$ cat src/hw/rtl/assert_macros.svh
// Assertion macros shared by the linear convolution RTL.
// No dependencies; included by the modules that carry assertions.
`ifndef ASSERT_MACROS_SVH
`define ASSERT_MACROS_SVH

// Antecedent holds -> consequent holds in the same cycle.
`define ASSERT_IMPLY(label, clk, rst_n, ante, cons, msg) \
    label: assert property (@(posedge clk) disable iff (!(rst_n)) (ante) |-> (cons)) \
        else $error(msg);

// Antecedent holds -> consequent holds in the next cycle.
`define ASSERT_NEXT(label, clk, rst_n, ante, cons, msg) \
    label: assert property (@(posedge clk) disable iff (!(rst_n)) (ante) |=> (cons)) \
        else $error(msg);

// Condition holds at every clock edge out of reset.
`define ASSERT_ALWAYS(label, clk, rst_n, cond, msg) \
    label: assert property (@(posedge clk) disable iff (!(rst_n)) (cond)) \
        else $error(msg);

`endif

$ cat src/hw/rtl/lconv_pkg.sv
// Types and constants shared by the linear convolution block.
// No dependencies; imported by the controller, the datapath and the top level.
`default_nettype none

package lconv_pkg;

    localparam int SAMPLE_W = 16;
    localparam int PROD_W   = 32;
    localparam int TERM_W   = 37;
    localparam int POS_W    = 6;

    // Sequence select carried by the mode field
    localparam logic MODE_FIRST  = 1'b0;
    localparam logic MODE_SECOND = 1'b1;

    typedef logic signed [SAMPLE_W-1:0] t_sample;
    typedef logic signed [PROD_W-1:0]   t_prod;
    typedef logic signed [TERM_W-1:0]   t_term;
    typedef logic [POS_W-1:0]           t_pos;

    // Controller to datapath commands
    typedef struct packed {
        logic load;        // input transfer: store element
        logic issue;       // product pair addressed this cycle
        logic term_first;  // first product of a term
        logic term_last;   // last product of a term
        logic run_last;    // last product of the run
        t_pos pos;         // term index
        logic clear;       // end of run: reset counts and drop flag
    } t_dp_cmd;

    // Datapath to controller status
    typedef struct packed {
        logic run_done;    // final term is on the outputs
    } t_dp_stat;

endpackage

`default_nettype wire

$ cat src/hw/rtl/lconv_ram.sv
// Generic single-write, single-read RAM with registered read data.
// No dependencies; used for both sample stores.
`default_nettype none

module lconv_ram #(
    parameter int WIDTH = 16,
    parameter int DEPTH = 32,
    localparam int AW   = $clog2(DEPTH)
) (
    input  wire logic             i_clk,
    input  wire logic             i_we,
    input  wire logic [AW-1:0]    i_waddr,
    input  wire logic [WIDTH-1:0] i_wdata,
    input  wire logic [AW-1:0]    i_raddr,
    output logic      [WIDTH-1:0] o_rdata
);

    logic [WIDTH-1:0] r_mem [DEPTH];
    logic [WIDTH-1:0] r_rdata;

    // write port and registered read port
    always_ff @(posedge i_clk) begin
        if (i_we) begin
            r_mem[i_waddr] <= i_wdata;
        end
        r_rdata <= r_mem[i_raddr];
    end

    assign o_rdata = r_rdata;

endmodule

`default_nettype wire

$ cat src/hw/rtl/lconv_ctrl.sv
// Run controller: accepts transfers and sequences the product pairs of each term.
// Depends on lconv_pkg and assert_macros.svh.
`default_nettype none
`include "assert_macros.svh"

module lconv_ctrl import lconv_pkg::*; #(
    parameter int MAX_LEN = 32,
    localparam int AW     = $clog2(MAX_LEN),
    localparam int CW     = $clog2(MAX_LEN + 1)
) (
    input  wire logic          i_clk,
    input  wire logic          i_rst_n,
    input  wire logic          i_start,
    input  wire logic          i_mode,
    input  wire logic          i_final_req,
    output logic               o_busy,
    input  wire logic [CW-1:0] i_na,
    input  wire logic [CW-1:0] i_nb,
    input  wire t_dp_stat      i_stat,
    output t_dp_cmd            o_cmd,
    output logic      [AW-1:0] o_addr_a,
    output logic      [AW-1:0] o_addr_b
);

    localparam logic [1:0] S_IDLE  = 2'd0;
    localparam logic [1:0] S_RUN   = 2'd1;
    localparam logic [1:0] S_DRAIN = 2'd2;

    logic [1:0]    r_state, n_state;
    t_pos          r_k, n_k;
    logic [AW-1:0] r_i, n_i;
    logic [AW-1:0] r_hi, n_hi;
    logic          r_first, n_first;

    logic          accept;
    logic          run_start;
    t_pos          na_w, nb_w, last_k, k_next;
    logic [AW-1:0] lo_next, hi_next;
    logic          term_end, run_end;

    assign accept    = i_start && (r_state == S_IDLE);
    assign run_start = accept && (i_mode == MODE_SECOND) && i_final_req;

    // bounds of the first-sequence index for the next term
    assign na_w    = POS_W'(i_na);
    assign nb_w    = POS_W'(i_nb);
    assign last_k  = na_w + nb_w - POS_W'(2);
    assign k_next  = r_k + POS_W'(1);
    assign lo_next = (k_next >= nb_w) ? AW'(k_next - nb_w + POS_W'(1)) : '0;
    assign hi_next = (k_next < na_w) ? AW'(k_next) : AW'(na_w - POS_W'(1));

    assign term_end = (r_i == r_hi);
    assign run_end  = term_end && (r_k == last_k);

    // next-state logic
    always_comb begin
        n_state = r_state;
        n_k     = r_k;
        n_i     = r_i;
        n_hi    = r_hi;
        n_first = r_first;
        unique case (r_state)
            S_IDLE: begin
                if (run_start) begin
                    n_state = S_RUN;
                    n_k     = '0;
                    n_i     = '0;
                    n_hi    = '0;
                    n_first = 1'b1;
                end
            end
            S_RUN: begin
                if (term_end) begin
                    if (run_end) begin
                        n_state = S_DRAIN;
                        n_first = 1'b0;
                    end else begin
                        n_k     = k_next;
                        n_i     = lo_next;
                        n_hi    = hi_next;
                        n_first = 1'b1;
                    end
                end else begin
                    n_i     = r_i + AW'(1);
                    n_first = 1'b0;
                end
            end
            S_DRAIN: begin
                if (i_stat.run_done) begin
                    n_state = S_IDLE;
                end
            end
            default: begin
                n_state = S_IDLE;
            end
        endcase
    end

    // state registers
    always_ff @(posedge i_clk) begin
        if (!i_rst_n) begin
            r_state <= S_IDLE;
            r_k     <= '0;
            r_i     <= '0;
            r_hi    <= '0;
            r_first <= 1'b0;
        end else begin
            r_state <= n_state;
            r_k     <= n_k;
            r_i     <= n_i;
            r_hi    <= n_hi;
            r_first <= n_first;
        end
    end

    // commands and store addresses
    always_comb begin
        o_cmd.load       = accept;
        o_cmd.issue      = (r_state == S_RUN);
        o_cmd.term_first = r_first;
        o_cmd.term_last  = term_end;
        o_cmd.run_last   = run_end;
        o_cmd.pos        = r_k;
        o_cmd.clear      = (r_state == S_DRAIN) && i_stat.run_done;
    end

    assign o_addr_a = r_i;
    assign o_addr_b = AW'(r_k - POS_W'(r_i));
    assign o_busy   = (r_state != S_IDLE);

    `ASSERT_IMPLY(a_i_in_range, i_clk, i_rst_n, r_state == S_RUN, r_i <= r_hi,
        "first-sequence index passed the term bound")
    `ASSERT_NEXT(a_start_busy, i_clk, i_rst_n, run_start, o_busy && r_first,
        "run start did not enter the run with a fresh term")
    `ASSERT_IMPLY(a_first_only_run, i_clk, i_rst_n, r_first, r_state == S_RUN,
        "term start flagged outside a run")

endmodule

`default_nettype wire

$ cat src/hw/rtl/lconv_dp.sv
// Datapath: sample stores, element counts, shared multiply-accumulate and result registers.
// Depends on lconv_pkg, lconv_ram and assert_macros.svh.
`default_nettype none
`include "assert_macros.svh"

module lconv_dp import lconv_pkg::*; #(
    parameter int MAX_LEN = 32,
    localparam int AW     = $clog2(MAX_LEN),
    localparam int CW     = $clog2(MAX_LEN + 1)
) (
    input  wire logic          i_clk,
    input  wire logic          i_rst_n,
    input  wire t_dp_cmd       i_cmd,
    input  wire logic          i_mode,
    input  wire t_sample       i_sample,
    input  wire logic [AW-1:0] i_addr_a,
    input  wire logic [AW-1:0] i_addr_b,
    output t_dp_stat           o_stat,
    output logic      [CW-1:0] o_na,
    output logic      [CW-1:0] o_nb,
    output logic               o_strobe,
    output t_term              o_term,
    output t_pos               o_position,
    output logic               o_end_of_run,
    output logic               o_dropped
);

    logic [CW-1:0] r_cnt_a, r_cnt_b;
    logic          r_ovf;
    logic          full_a, full_b, wr_a, wr_b, drop;
    logic          first_empty;
    t_sample       rd_a, rd_b, mul_a, mul_b;

    // pipeline tags
    logic          r_s1_vld, r_s1_first, r_s1_last, r_s1_end;
    t_pos          r_s1_pos;
    logic          r_s2_vld, r_s2_first, r_s2_last, r_s2_end;
    t_pos          r_s2_pos;
    t_prod         r_prod;

    // result registers
    t_term         r_acc, acc_sum;
    logic          r_strobe, r_end, r_drop;
    t_pos          r_pos;

    // element loading
    assign full_a = (r_cnt_a >= CW'(MAX_LEN));
    assign full_b = (r_cnt_b >= CW'(MAX_LEN));
    assign wr_a   = i_cmd.load && (i_mode == MODE_FIRST) && !full_a;
    assign wr_b   = i_cmd.load && (i_mode == MODE_SECOND) && !full_b;
    assign drop   = i_cmd.load && (((i_mode == MODE_FIRST) && full_a)
                                || ((i_mode == MODE_SECOND) && full_b));

    always_ff @(posedge i_clk) begin
        if (!i_rst_n) begin
            r_cnt_a <= '0;
            r_cnt_b <= '0;
            r_ovf   <= 1'b0;
        end else if (i_cmd.clear) begin
            r_cnt_a <= '0;
            r_cnt_b <= '0;
            r_ovf   <= 1'b0;
        end else begin
            if (wr_a) begin
                r_cnt_a <= r_cnt_a + CW'(1);
            end
            if (wr_b) begin
                r_cnt_b <= r_cnt_b + CW'(1);
            end
            if (drop) begin
                r_ovf <= 1'b1;
            end
        end
    end

    lconv_ram #(.WIDTH(SAMPLE_W), .DEPTH(MAX_LEN)) u_store_a (
        .i_clk  (i_clk),
        .i_we   (wr_a),
        .i_waddr(r_cnt_a[AW-1:0]),
        .i_wdata(i_sample),
        .i_raddr(i_addr_a),
        .o_rdata(rd_a)
    );

    lconv_ram #(.WIDTH(SAMPLE_W), .DEPTH(MAX_LEN)) u_store_b (
        .i_clk  (i_clk),
        .i_we   (wr_b),
        .i_waddr(r_cnt_b[AW-1:0]),
        .i_wdata(i_sample),
        .i_raddr(i_addr_b),
        .o_rdata(rd_b)
    );

    // an empty first sequence runs as a single zero element
    assign first_empty = (r_cnt_a == '0);
    assign o_na        = first_empty ? CW'(1) : r_cnt_a;
    assign o_nb        = r_cnt_b;
    assign mul_a       = first_empty ? '0 : rd_a;
    assign mul_b       = rd_b;

    // pipeline valid flags
    always_ff @(posedge i_clk) begin
        if (!i_rst_n) begin
            r_s1_vld <= 1'b0;
            r_s2_vld <= 1'b0;
            r_strobe <= 1'b0;
        end else begin
            r_s1_vld <= i_cmd.issue;
            r_s2_vld <= r_s1_vld;
            r_strobe <= r_s2_vld && r_s2_last;
        end
    end

    // tags, product and accumulator
    assign acc_sum = r_s2_first ? TERM_W'(r_prod) : r_acc + TERM_W'(r_prod);

    always_ff @(posedge i_clk) begin
        r_s1_first <= i_cmd.term_first;
        r_s1_last  <= i_cmd.term_last;
        r_s1_end   <= i_cmd.run_last;
        r_s1_pos   <= i_cmd.pos;

        r_s2_first <= r_s1_first;
        r_s2_last  <= r_s1_last;
        r_s2_end   <= r_s1_end;
        r_s2_pos   <= r_s1_pos;
        r_prod     <= PROD_W'(mul_a) * PROD_W'(mul_b);

        if (r_s2_vld) begin
            r_acc <= acc_sum;
        end
        r_end  <= r_s2_end;
        r_pos  <= r_s2_pos;
        r_drop <= r_ovf;
    end

    assign o_strobe      = r_strobe;
    assign o_term        = r_acc;
    assign o_position    = r_pos;
    assign o_end_of_run  = r_end;
    assign o_dropped     = r_drop;
    assign o_stat.run_done = r_strobe && r_end;

    `ASSERT_NEXT(a_quiet_after_run, i_clk, i_rst_n, o_strobe && o_end_of_run, !o_strobe,
        "result after the final term of a run")
    `ASSERT_IMPLY(a_load_pipe_empty, i_clk, i_rst_n, i_cmd.load,
        !r_s1_vld && !r_s2_vld && !r_strobe, "transfer taken while a run is in flight")
    `ASSERT_ALWAYS(a_count_bound, i_clk, i_rst_n,
        (r_cnt_a <= CW'(MAX_LEN)) && (r_cnt_b <= CW'(MAX_LEN)),
        "element count beyond store depth")

endmodule

`default_nettype wire

$ cat src/hw/rtl/linear_convolution_top.sv
// Top level of the linear convolution block: controller plus datapath.
// Depends on lconv_pkg, lconv_ctrl, lconv_dp and lconv_ram.
`default_nettype none

// Loading: a transfer is taken whenever start is high and busy is low, and an
// element beyond MAX_LEN in its sequence is discarded and reported through
// dropped. The last element of the second sequence starts a run: busy stays
// high while every product pair goes through the single shared multiply-
// accumulate once, one pair per cycle (na counts an empty first sequence as
// one), and while the three-stage read/multiply/accumulate pipeline drains.
// The na+nb-1 terms come out in index order, each on the result ports for
// exactly one cycle while o_strobe is high; the receiver cannot stall them
// and must take each one. After the final term, both sequences and the drop
// flag are cleared.

module linear_convolution_top import lconv_pkg::*; #(
    parameter int MAX_LEN = 32
) (
    input  wire logic i_clk,
    input  wire logic i_rst_n,
    input  wire logic i_start,
    output logic      o_busy,
    input  wire logic i_mode,
    input  wire t_sample i_sample,
    input  wire logic i_final_req,
    output logic      o_strobe,
    output t_term     o_term,
    output t_pos      o_position,
    output logic      o_end_of_run,
    output logic      o_dropped
);

    localparam int AW = $clog2(MAX_LEN);
    localparam int CW = $clog2(MAX_LEN + 1);

    t_dp_cmd       cmd;
    t_dp_stat      stat;
    logic [CW-1:0] na, nb;
    logic [AW-1:0] addr_a, addr_b;

    lconv_ctrl #(.MAX_LEN(MAX_LEN)) u_ctrl (
        .i_clk      (i_clk),
        .i_rst_n    (i_rst_n),
        .i_start    (i_start),
        .i_mode     (i_mode),
        .i_final_req(i_final_req),
        .o_busy     (o_busy),
        .i_na       (na),
        .i_nb       (nb),
        .i_stat     (stat),
        .o_cmd      (cmd),
        .o_addr_a   (addr_a),
        .o_addr_b   (addr_b)
    );

    lconv_dp #(.MAX_LEN(MAX_LEN)) u_dp (
        .i_clk       (i_clk),
        .i_rst_n     (i_rst_n),
        .i_cmd       (cmd),
        .i_mode      (i_mode),
        .i_sample    (i_sample),
        .i_addr_a    (addr_a),
        .i_addr_b    (addr_b),
        .o_stat      (stat),
        .o_na        (na),
        .o_nb        (nb),
        .o_strobe    (o_strobe),
        .o_term      (o_term),
        .o_position  (o_position),
        .o_end_of_run(o_end_of_run),
        .o_dropped   (o_dropped)
    );

endmodule

`default_nettype wire

$ cat config.mk
export PLATFORM = sky130hd
export DESIGN_NAME = linear_convolution_top
export DESIGN_NICKNAME = d
export VERILOG_FILES = /design/src/hw/rtl/lconv_pkg.sv /design/src/hw/rtl/lconv_ram.sv /design/src/hw/rtl/lconv_ctrl.sv /design/src/hw/rtl/lconv_dp.sv /design/src/hw/rtl/linear_convolution_top.sv
export VERILOG_INCLUDE_DIRS = /design/src /design/src/hw/rtl
export SDC_FILE = /design/constraint.sdc
export NUM_CORES = 2
export LEC_CHECK = 0
export ABC_AREA = 1
export BUFFER_PORTS_ARGS = -buffer_cell sky130_fd_sc_hd__buf_2
export CAP_MARGIN = 10
export CORE_MARGIN = 2
export CORE_UTILIZATION = 56
export DETAILED_ROUTE_END_ITERATION = 10
export GPL_TIMING_DRIVEN = 0
export PLACE_DENSITY = 0.73
export SYNTH_ARGS = -nofsm -noshare
export SYNTH_HDL_FRONTEND = slang
export SYNTH_SLANG_ARGS = --single-unit
$ cat constraint.sdc
create_clock -name i_clk -period 7.3 [get_ports i_clk]
set_input_delay 1.46 -clock i_clk [delete_from_list [all_inputs] [get_ports i_clk]]
set_output_delay 1.46 -clock i_clk [all_outputs]
set_load 0.01 [all_outputs]
# --- Yosys cells after proc, flatten, opt, wreduce, memory -nomap -nowiden ---
# Memories as Yosys holds them, arrays and structs flattened. A register that Yosys moved wholly into a read port is not among the register bits.
# Index checks and enable logic that the tools add are counted.
# W data, S select, Z words.
totals:
  n_memories: 2
  regBits: 130
  mem_bits_rw: 1024
  in_bits: 21
mem_list:
  columns: ["name", "words", "word_bits", "read_ports", "rd_ports_with_merged_regs", "write_ports", "line", "source"]
  rows:
  - ["u_dp.u_store_a.r_mem", 32, 16, 1, 1, 1, "lconv_ram.sv:18", "logic [WIDTH-1:0] r_mem [DEPTH];"]
  - ["u_dp.u_store_b.r_mem", 32, 16, 1, 1, 1, "lconv_ram.sv:18", null]
op_classes:
  mul: 1
  bitwise: 2
  magnitude_cmp: 4
  addsub: 11
  eq_ne: 10
  reduce_logical: 25
  n_mux: 29
ops:
  columns: ["operator", "n"]
  rows:
  - ["$add A37 B32 Y37", 1]
  - ["$mux W37", 1]
  - ["$mux W5", 7]
  - ["$mul A16 B16 Y32", 1]
  - ["$mux W6", 4]
  - ["$pmux W5 S2", 2]
  - ["$add A6 B1 Y6 const B", 3]
  - ["$mux W16", 1]
  - ["$logic_and A1 B1 Y1", 13]
  - ["$ge A6 B6 Y1 const B", 2]
  - ["$pmux W6 S2", 1]
  - ["$add A5 B1 Y5 const B", 2]
  - ["$sub A5 B5 Y5", 2]
  - ["$mux W2", 4]
  - ["$reduce_and A4 Y1", 2]
  - ["$mux W1", 7]
  - ["$add A6 B6 Y6", 1]
  - ["$eq A6 B6 Y1", 1]
  - ["$ge A6 B6 Y1", 1]
  - ["$logic_not A6 Y1", 1]
  - ["$lt A6 B6 Y1", 1]
  - ["$ne A2 B2 Y1 const B", 3]
  - ["$pmux W2 S3", 1]
  - ["$sub A6 B2 Y6 const B", 1]
  - ["other kinds (15)", 19]

# --- Longest topological paths before layout ---
depth:
  ltp_word: 9
  depth_mapped: 28
  ltp_nobuf: 27

# --- Modules after synthesis ---
# Synthesis repeated with hierarchy kept, for this count alone.
hier_totals:
  hier_cells: 6054
  hier_area_um2: 61202.4
modules_own_cells:
  columns: ["mod", "area_per_inst_um2", "seq_area_each_um2", "instances", "cells_per_inst"]
  rows:
  - ["lconv_ram", 21301.7, 15695.1, 2, 1794]
  - ["lconv_dp", 16365.7, 2592.5, 1, 2139]
  - ["lconv_ctrl", 2233.4, 380.4, 1, 327]

# --- Worst setup path after synthesis ---
# No wires, ideal clock.
synth_timing:
  path_type: "reg-to-reg"
  start: "reg u_dp.r_cnt_a[0]"
  end: "reg u_dp.r_prod[31]"
  n_path_buf: 1
  slack_ns: 1.234
  arrival_time_ns: 5.953
  period_less_slack_ns: 6.066
  setup_ns: 0.113
  path_stages_with_launch: 25
  cell_sequence: "dfxtp_1 > inv_1 > ha_1 > nand3_2 > nand2_1 > clkbuf_1 > nor2_1 > fa_1 > fa_1 > fa_1 > inv_1 > fa_1 > fa_1 > fa_1 > inv_1 > ha_1 > inv_1 > nor3_1 > nand2_1 > nor3_1 > nand2_1 > o211ai_1 > nand2_1 > inv_1 > nor2_1"
synth_via:
  elab_chain_len: 3
synth_lines:
  columns: ["element", "line", "source"]
  rows:
  - ["from (decl)", "lconv_dp.sv:28", "logic [CW-1:0] r_cnt_a, r_cnt_b;"]
  - ["from (signal assigned)", "lconv_dp.sv:65", "r_cnt_a <= r_cnt_a + CW'(1);"]
  - ["$logic_not A6 Y1", "lconv_dp.sv:95", "assign first_empty = (r_cnt_a == '0);"]
  - ["$mux W16", "lconv_dp.sv:98", "assign mul_a = first_empty ? '0 : rd_a;"]
  - ["$mul A16 B16 Y32", "lconv_dp.sv:127", "r_prod <= PROD_W'(mul_a) * PROD_W'(mul_b);"]
  - ["to (signal assigned)", "lconv_dp.sv:127", null]
  - ["to (decl)", "lconv_dp.sv:39", "t_prod r_prod;"]
# Every way passes these cells.
# A chain may end at the register's enable or synchronous reset.

# --- Final worst setup path ---
layout_timing:
  start: "reg u_dp.r_cnt_a[0]"
  end: "reg u_dp.r_prod[29]"
# The elaborated chain is that of the path after synthesis.

==> impl_results.md <==
* Cell repeated most along the worst path: fa_1
* Grt ovf at 0
* Tcrit/Tclk final at 0.962
* Share of cells above drive strength 1 at 0.0840
* PnR worst setup slack at 0.280 ns
* Compound-Gate Fraction of Synth Area at 0.101
* Main combinational cell family by area after synthesis: simple AND/OR/NAND/NOR gates
* CP Launch Type: flip-flop
* Mux cell area share after synthesis at 0
* Post-DR wirelength/cell at 24.8 µm
* Largest net degree at the start of global routing at 65
* Clock latency at the later pin of the worst-skew pair at 0.75 ns
* Fill cell count at 8053
* Worst slew margin at 0.179
* Main synth FF type: edfxtp_1
* Post-synthesis sequential area ratio at 0.582
* Post-CTS Repair Setup Buffers at 0
* # setup viols final at 0
* Fmax at 142 MHz
* Endpoint class of the critical path: flip-flop
* Port Buf Inserts at 66
* XOR/XNOR Fraction of Synth Area at 0.00947
* Most frequent cells in the layout: edfxtp_1, nor2_1, nand2_1
* Area Growth Syn to Fin at 12.5%
* Status: finished clean
* Total Die Area at 108000 µm²
* Crit-path cells: inv_1 > ha_1 > nand3_2 > nand2_2 > clkinvlp_4 > nand2_1 > fa_1 > fa_1 > fa_1 > inv_1 > fa_1 > fa_1 > inv_1 > fa_1 > inv_1 > ha_1 > nand2_1 > nor2_1 > inv_1 > o21ai_0 > nand3_1 > nand3_1 > nand2_1 > nand2_1
* Worst-margin pin slew at 1.22 ns
* Hold buffers post-CTS at 0
* CTS sink cnt at 1186
* Final-stage net count at 6111
* Critical Path RT at 7.93 ns
* Total wire length at 177 mm
* Slowest-stage cell, CP: fa_1
* EDFF count, synth at 1061
* Fraction of registers with async set/reset at 0
* Initial core utilization at 0.563
* Die X at 329 µm
* Worst hold-check path type: reg -> reg
* First-pass GRT wire length at 263 mm
* Fin util at 0.633
* Ys Warns at 0
* Comb pwr share at 0.506
* Synth Register Bits at 1186
* Leakage at 25.3 nW
* Seq pwr share at 0.281
* CTS buffer count at 115
* Adder-Cell Fraction of Synth Area at 0.124
* # H-tree levels at 3
* Remaining DRCs at 0
* GRT Util Overall at 0.327
* Setup WS pre-CTS at -0.00534 ns
* Top delay family on crit path: adder cells
* Clk_skew at 0.0651 ns
* NetSw at 12.2 mW
* GPL Wtd Cong at 0.971
* Io pins at 68
* PwrDens at 427 nW/µm²
* DP HPWL at 126 mm
* Fin. Hold Viols at 0
* Switch share at 0.430
* Reg2reg setup slack at 0.28 ns
* P_int at 16.2 mW
* Core Area at 105000 µm²
* Worst-path clk slew at 0.07 ns
* Via-to-Cell Ratio at 6.10
* Avg Inst Size Synth at 10.9 µm²
* Initial DRC count at 6091
* Number of global-route vias before repair at 42900
* Final Critical Period at 7.02 ns
* Row count at 119
* Crit path arrival time at 7.65 ns
* CTS tree: yes
* Routed Antenna Nets at 0
* Pre-antenna DRT Iters at 6
* Crit path max fanout at 10
* WP buf/inv at 6
* Most common cell after layout, fill and taps aside: edfxtp_1
* Post-synthesis cell area at 59100 µm²
* Max Cap Viol at 0
* Syn Nets at 5861
* Cells after Synth at 5415
* Simple-gate portion of the synthesized area at 0.131
* Clk pwr share at 0.213
* Via count at 43700
* DIE HEIGHT at 329 µm
* WS Path Type: reg -> reg
* Initial antenna violation count at 6
* Synth cell types at 44
* CTS Buffer Depth at 3
* Max VDD drop at 574 µV
* Largest stage delay, worst path at 0.56 ns
* Final Max Slew Viols at 0
* Root buffer cell: clkbuf_16
-- stage by stage --
stage	cells	TNS (ns)	total power [mW]	hold WS [ns]	cell area, µm²
global placement	6872	-0.0126	22.0	0.313	61100
global route	7156	-0.0254	30.4	0.334	66400
CTS	7154	0	28.2	0.328	66300
floorplan	5415	0	17.9	0.310	59100
detailed placement	6939	-0.00534	22.3	0.313	62500
finish	7156	0	28.4	0.327	66400
-- kinds of logic (layout without fill, tap and decap cells) --
family	count (synthesis)	in the layout
DFF	1186	1186
adders and majority gates	425	425
xor gates and xnor gates	63	63
and+or+nand+nor	1927	1927
AOI/OAI and AO/OA	1016	1016
buffers and inverters	798	1147
other	0	1
-- path summary, 6_finish.rpt --
| check | depth (start not counted) | end | startpoint |
|---|---|---|---|
| max | 24 | u_dp.r_prod[29] | u_dp.r_cnt_a[0] |
| min | 0 | u_dp.r_s2_pos[0] | u_dp.r_s1_pos[0] |
| max reg2reg | 24 | u_dp.r_prod[29] | u_dp.r_cnt_a[0] |
| min reg2reg | 0 | u_dp.r_s2_pos[0] | u_dp.r_s1_pos[0] |
-- sequential cells by signal (all words and copies together) (netlist names), 5 cells and up --
| register | cells |
|---|---|
| u_ctrl.o_addr_a | 5 |
| u_ctrl.r_hi | 5 |
| u_dp.o_nb | 6 |
| u_dp.r_s2_pos | 6 |
| u_ctrl.r_k | 6 |
| u_dp.r_cnt_a | 6 |
| u_dp.o_position | 6 |
| u_dp.o_term | 37 |
| u_dp.u_store_b.r_mem | 512 |
| u_dp.r_prod | 32 |
| u_dp.u_store_b.o_rdata | 16 |
| u_dp.u_store_a.r_mem | 512 |
| u_dp.u_store_a.o_rdata | 16 |
| u_dp.r_s1_pos | 6 |
-- power by group through the flow --
stage          clock, mW  combinational, mW  sequential (mW)
2_1_floorplan          0               9.93             8.01
3_3_place_gp           0               13.9             8.09
3_5_place_dp           0               14.2             8.09
4_1_cts             6.04               14.2             7.95
5_1_grt             6.32               16.1             7.96
6_report            6.04               14.4             7.95
-- area by class of cell --
class	count	area, µm²	area share
clock inverters	63	771	0.0116
diodes	1	2.50	0.0000377
flip-flops and latches	1186	34400	0.517
plain buffers	251	1040	0.0157
clock buffers	153	3080	0.0464
inverters	546	2070	0.0311
repair buffers	134	1550	0.0233
well taps	1391	1740	0.0262
multi-input cells	3431	21800	0.328
-- cells in the mapped netlist, types with 47 or more instances --
cell / n / share of area
ha_1: 157 / 0.033
o221ai_1: 166 / 0.025
inv_1: 536 / 0.034
nand2_1: 755 / 0.048
o22ai_1: 90 / 0.0095
nor2_1: 875 / 0.056
o21ai_0: 576 / 0.049
clkbuf_1: 184 / 0.012
nand3_1: 213 / 0.018
fa_1: 268 / 0.091
a21oi_1: 90 / 0.0076
dfxtp_1: 125 / 0.042
buf_2: 47 / 0.0040
edfxtp_1: 1061 / 0.54
-- timing repair --
item / CTS / global route
endpoints found under the hold margin: 0 / 0
resized for setup: 0 / 23
endpoints found under the setup margin: 1 / 15
-- layer usage --
metal	up-vias	routed length, µm	track usage
met5	-	27	0
met4	4	8870	0.153
met3	508	21000	0.0666
met2	2914	81700	0.517
met1	21100	65800	0.438
li1	19100	-	-
Power figures use the tool's default switching activity.
